$ cat src/hdl/fba_pkg.sv
// Shared constants, codes and beat types of the frame bitmap allocator.
// Depends on nothing; every other file of the block but fba_ram imports it.
`default_nettype none

package fba_pkg;

    // Bitmap geometry.
    localparam int FRAME_COUNT = 262144;
    localparam int WORD_BITS   = 32;
    localparam int WORD_COUNT  = (FRAME_COUNT + WORD_BITS - 1) / WORD_BITS;
    localparam int ADDR_W      = $clog2(WORD_COUNT);
    localparam int WCNT_W      = $clog2(WORD_COUNT + 1);
    localparam int BIT_W       = $clog2(WORD_BITS);

    // Field widths fixed by the interface.
    localparam int FRAME_W = 18;
    localparam int LIMIT_W = 19;
    localparam int OP_W    = 2;
    localparam int STAT_W  = 2;

    localparam logic [LIMIT_W-1:0] LIMIT_RESET = LIMIT_W'(262144);

    // Operation codes.
    localparam logic [OP_W-1:0] OP_ALLOC   = 2'd0;
    localparam logic [OP_W-1:0] OP_CLAIM   = 2'd1;
    localparam logic [OP_W-1:0] OP_RELEASE = 2'd2;

    // Result status codes.
    localparam logic [STAT_W-1:0] ST_DONE         = 2'd0;
    localparam logic [STAT_W-1:0] ST_EXHAUSTED    = 2'd1;
    localparam logic [STAT_W-1:0] ST_BUSY         = 2'd2;
    localparam logic [STAT_W-1:0] ST_ZERO_IGNORED = 2'd3;

    typedef struct packed {
        logic [OP_W-1:0]    op;
        logic [FRAME_W-1:0] frame_index;
    } t_in_beat;

    typedef struct packed {
        logic [FRAME_W-1:0] result_frame;
        logic [STAT_W-1:0]  status;
    } t_out_beat;

    // Commands from the controller to the datapath.
    typedef struct packed {
        logic accept;      // latch the input beat and its default result
        logic clear_step;  // write a zero word at the word counter and advance
        logic read_cur;    // read the word at the word counter
        logic read_next;   // read the following word and advance the counter
        logic write_word;  // write back the modified word
        logic res_upd;     // update the result from the word just read
        logic out_load;    // move the result into the output register
    } t_dp_cmd;

    // Status from the datapath to the controller.
    typedef struct packed {
        logic is_imm;      // input beat needs no bitmap access
        logic is_alloc;    // item in hand is an allocate
        logic word_full;   // word just read has no free frame
        logic scan_last;   // word just read is the last one inside the limit
        logic clr_last;    // clearing pass is at its last word
    } t_dp_stat;

endpackage

`default_nettype wire

$ cat src/hdl/fba_ctrl.sv
// Controller of the frame bitmap allocator: state machine, input stall and
// output valid. Depends on fba_pkg.
`default_nettype none

module fba_ctrl
    import fba_pkg::*;
(
    input  wire logic      i_clk,
    input  wire logic      i_rst_n,
    input  wire logic      i_in_valid,
    output logic           o_in_stall,
    output logic           o_out_valid,
    input  wire logic      i_out_stall,
    output t_dp_cmd        o_cmd,
    input  wire t_dp_stat  i_stat
);

    typedef enum logic [6:0] {
        S_CLEAR  = 7'b0000001,
        S_IDLE   = 7'b0000010,
        S_READ   = 7'b0000100,
        S_MODIFY = 7'b0001000,
        S_TEST   = 7'b0010000,
        S_DONE   = 7'b0100000,
        S_SPARE  = 7'b1000000
    } t_state;

    t_state r_state;
    t_state n_state;
    logic   r_out_valid;
    logic   n_out_valid;
    logic   out_free;
    logic   accept;

    assign out_free = !r_out_valid || !i_out_stall;
    assign accept   = (r_state == S_IDLE) && i_in_valid;

    // Next state and commands.
    always_comb begin
        n_state = r_state;
        o_cmd   = '0;
        case (r_state)
            S_CLEAR: begin
                o_cmd.clear_step = 1'b1;
                if (i_stat.clr_last) begin
                    n_state = S_IDLE;
                end
            end
            S_IDLE: begin
                if (i_in_valid) begin
                    o_cmd.accept = 1'b1;
                    n_state      = i_stat.is_imm ? S_DONE : S_READ;
                end
            end
            S_READ: begin
                o_cmd.read_cur = 1'b1;
                n_state        = i_stat.is_alloc ? S_TEST : S_MODIFY;
            end
            S_MODIFY: begin
                o_cmd.write_word = 1'b1;
                o_cmd.res_upd    = 1'b1;
                n_state          = S_DONE;
            end
            S_TEST: begin
                if (!i_stat.word_full) begin
                    o_cmd.write_word = 1'b1;
                    o_cmd.res_upd    = 1'b1;
                    n_state          = S_DONE;
                end else if (i_stat.scan_last) begin
                    n_state = S_DONE;
                end else begin
                    o_cmd.read_next = 1'b1;
                end
            end
            S_DONE: begin
                if (out_free) begin
                    o_cmd.out_load = 1'b1;
                    n_state        = S_IDLE;
                end
            end
            default: begin
                n_state = S_IDLE;
            end
        endcase
    end

    // Output valid follows loads and taken beats.
    always_comb begin
        n_out_valid = r_out_valid;
        if (o_cmd.out_load) begin
            n_out_valid = 1'b1;
        end else if (!i_out_stall) begin
            n_out_valid = 1'b0;
        end
    end

    always_ff @(posedge i_clk) begin
        if (!i_rst_n) begin
            r_state     <= S_CLEAR;
            r_out_valid <= 1'b0;
        end else begin
            r_state     <= n_state;
            r_out_valid <= n_out_valid;
        end
    end

    assign o_in_stall  = (r_state != S_IDLE);
    assign o_out_valid = r_out_valid;

`ifndef SYNTH
    // A result is loaded only when the output register is free.
    a_load_free: assert property (@(posedge i_clk) disable iff (!i_rst_n)
        o_cmd.out_load |-> out_free)
        else $error("output register overwritten");

    // An accepted beat goes either straight to completion or to a bitmap read.
    a_accept_path: assert property (@(posedge i_clk) disable iff (!i_rst_n)
        accept |=> (r_state == S_READ || r_state == S_DONE))
        else $error("accepted beat took a wrong path");

    // A new result only appears out of the completion state.
    a_out_source: assert property (@(posedge i_clk) disable iff (!i_rst_n)
        $rose(r_out_valid) |-> $past(r_state == S_DONE))
        else $error("output valid rose outside completion");
`endif

endmodule

`default_nettype wire

$ cat config.mk
export PLATFORM = sky130hd
export DESIGN_NAME = fba_ctrl
export DESIGN_NICKNAME = d
export VERILOG_FILES = /design/src/hdl/fba_pkg.sv /design/src/hdl/fba_ctrl.sv
export SDC_FILE = /design/constraint.sdc
export NUM_CORES = 1
export LEC_CHECK = 0
export ABC_AREA = 1
export BUFFER_PORTS_ARGS = -buffer_cell sky130_fd_sc_hd__buf_2
export CORE_AREA = 2 2 39 41
export CTS_CLUSTER_SIZE = 14
export DETAILED_ROUTE_END_ITERATION = 8
export DIE_AREA = 0 0 41 43
export GPL_TIMING_DRIVEN = 0
export PLACE_DENSITY_LB_ADDON = 0.12
export SETUP_SLACK_MARGIN = 0.4
export SYNTH_ARGS = -nofsm -noshare
export SYNTH_HDL_FRONTEND = slang
export SYNTH_SLANG_ARGS = --single-unit
$ cat constraint.sdc
create_clock -name i_clk -period 2.98 [get_ports i_clk]
set_input_delay 0.298 -clock i_clk [delete_from_list [all_inputs] [get_ports i_clk]]
set_output_delay 0.298 -clock i_clk [all_outputs]
set_load 0.01 [all_outputs]
==> flow_metrics.env <==
export IMPL_antenna_found_initial=0
export IMPL_cp_arrival_ps=1400
export IMPL_tns_ps=0
export IMPL_post_cts_setup_buffer_count=0
export IMPL_period_share_pct=56.86
export IMPL_max_slew_worst_pin_slew_ps=250.5
export IMPL_drt_wl_total_um=890
export IMPL_synth_distinct_cells=14
export IMPL_cts_clk_slew_worst_paths_ps=50
export IMPL_post_drt_wl_per_cell_um=8.558
export IMPL_pin_count=18
export IMPL_start_util_pct=30.65
export IMPL_synth_simple_area_share_pct=47.20
export IMPL_cts_resized_gates=0
export IMPL_p_int_uw=171.5
export IMPL_grt_pass1_wl_um=1552
export IMPL_drt_first_pass_iters=4
export IMPL_cts_htree_levels=1
export IMPL_dp_hpwl_um=731
export IMPL_rsz0062_at_grt="false"
export IMPL_multi_input_area_sq_um=220.2
export IMPL_grt_total_usage_pct=13.77
export IMPL_muxShareOfSynthArea_pct=0
export IMPL_core_sq_mm=0.001384
export IMPL_place_ws_ps=1555
export IMPL_synth_top_family_by_area="simple AND/OR/NAND/NOR gates"
export IMPL_instances_no_fill=104
export IMPL_grt_pass1_vias=377
export IMPL_syn_to_final_growth_pct=30.97
export IMPL_synthXorXnorAreaFrac_pct=0
export IMPL_synthAdderAreaFrac_pct=0
export IMPL_p_leak_uw=0.0003436
export IMPL_drtIter0Drc=7
export IMPL_drv_cap=0
export IMPL_gp_congestion=0.7070
export IMPL_setup_viol=0
export IMPL_r2r_setup_slack_ps=1820
export IMPL_cp_cell_sequence="nor2_2, nand3_1, o21ai_0, buf_4, buf_2"
export IMPL_combinationalPowerShare_pct=20.9
export IMPL_synth_compound_area_share_pct=4.720
export IMPL_outcome="finished clean"
export IMPL_antenna_cells=0
export IMPL_cts_num_sinks=7
export IMPL_drc=0
export IMPL_cp_start_kind="flip-flop"
export IMPL_switchingPower_uw=72.72
export IMPL_vdd_drop_max_mv=0.2385
export IMPL_power_clock_fraction_pct=36.0
export IMPL_clock_path_buffers=2
export IMPL_viasPerCell=4.452
export IMPL_crit_start="r_state[0]"
export IMPL_required_ps=2680
export IMPL_skew_ps=3.788
export IMPL_cts_made_buffers=3
export IMPL_die_width_um=41
export IMPL_ys_top_cells_by_area="dfxtp_1, nor2_1, inv_1"
export IMPL_synth_top_cell_area_share_pct=33.04
export IMPL_drive_gt1_share_pct=30.68
export IMPL_insertion_delay_ps=250
export IMPL_r2r_cells=7
export IMPL_syn_nets=76
export IMPL_synth_seq_cells=7
export IMPL_vias=463
export IMPL_placedCellCount=100
export IMPL_io_buffer_count=17
export IMPL_grt_remaining_overflow=0
export IMPL_min_period_ps=1694
export IMPL_cts_root_buf="clkbuf_4"
export IMPL_drv_slew=0
export IMPL_crit_end="o_cmd[2]"
export IMPL_fill_cells=157
export IMPL_hold_path_class="input port to flip-flop"
export IMPL_worstPathMaxFanout=6
export IMPL_cts_tree="built"
export IMPL_max_freq_ghz=0.5902
export IMPL_worstReg2RegEnd="r_state[5]"
export IMPL_setup_slack_ps=1286
export IMPL_rows=14
export IMPL_slew_headroom_pct=83.29
export IMPL_postSynthCellCount=67
export IMPL_syn_area_per_cell_sq_um=6.331
export IMPL_cp_slowest_stage_delay_ps=320
export IMPL_cpMaxStageDelayCell="dfxtp_1"
export IMPL_finalHoldViolCount=0
export IMPL_cts_hold_buffers=0
export IMPL_syn_area_sq_um=424.2
export IMPL_p_per_area_mw_per_mm2=439.7
export IMPL_synth_top_area_cell="dfxtp_1"
export IMPL_hp_start="i_stat[3]"
export IMPL_switching_share_pct=29.77
export IMPL_r2r_start="r_state[0]"
export IMPL_p_seq_share_pct=43.1
export IMPL_dieArea_sq_mm=0.001763
export IMPL_ant_nets=0
export IMPL_die_y_um=43
export IMPL_ys_warn_count=0
export IMPL_seq_area_frac_synth_pct=33.04
export IMPL_cp_end_kind="primary output"
export IMPL_fin_nets=98
export IMPL_grt_max_degree=9
export IMPL_worstSetupPathType="flip-flop to primary output"
export IMPL_regArea_sq_um=140.1
-- per-stage QoR --
step                      hold slack (ps)  utilization, %  total power [uW]  area [sq um]
after floorplan                     368.0               -             141.3         424.2
after global routing                227.7           40.14             262.9         555.5
after global placement              476.8           38.25             159.0         529.3
after detailed placement            476.7           38.25             158.8         529.3
after CTS                           218.7           40.14             246.4         555.5
final                               222.4           40.14             244.2         555.5
-- state kept, by name, summed over array words and instances, names as in the netlist --
register,flops
o_out_valid,1
r_state,6
-- synth_stat cells --
library cell,n
nor3_1,1
dfxtp_1,7
nand2_1,11
buf_4,2
nor2_1,15
inv_1,13
a21oi_1,3
nand3_1,3
and3_1,1
nand3_2,1
nand4_1,5
nor2_2,2
o21ai_0,1
nor2_4,2
-- metal layers --
metal | global-route usage (%) | routed length [um] | vias up
li1 | - | - | 251
met1 | 17.74 | 415 | 195
met2 | 17.19 | 409 | 13
met3 | 4.712 | 43 | 4
met4 | 12.00 | 22 | 0
met5 | 0 | 0 | -
-- cell type report --
class                      count  area share, %
buffer                         2          2.703
clock buffer                   4          4.730
inverter                      13          8.784
multi-input combinational     45          39.64
sequential                     7          25.23
tap                           16          3.604
timing repair buffer          17          15.32
-- power groups by stage --
stage               Combinational [uW]  Clock, uW  Sequential (uW)
floorplan                         34.7          0              107
global placement                  51.8          0              107
detailed placement                51.7          0              107
CTS                               51.8       89.5              105
global route                      59.4       97.9              106
finish                            51.1       87.9              105
-- worst min-delay path by stage --
stage,endpoint,slack [ps],cells past startpoint
after global placement,o_out_valid,480,2
final,r_state[3],220,2
after detailed placement,o_out_valid,480,2
after floorplan,r_state[0],370,1
after global routing,r_state[3],230,2
after CTS,r_state[3],220,2
-- cells by family (layout without fill, tap and decap cells) --
group,Yosys count,in the layout
flops,7,7
buf+inv,15,36
simple gates,41,41
compound gates,4,4
-- worst max-delay path: cells and delay by family (launching register included) --
kind / cells / cell delay [ps]
and+or+nand+nor: 2 / 370
buffers and inverters: 2 / 240
AOI/OAI and AO/OA: 1 / 200
DFF: 1 / 320
-- placed cells by master, fill, tap and decap left out, drive strengths merged --
master	n
o21ai	1
clkbuf	4
buf	19
nand3	4
nor2	19
dfxtp	7
a21oi	3
nand2	11
inv	13
and3	1
nand4	5
nor3	1
No activity file was read; power rests on OpenSTA's default activity.
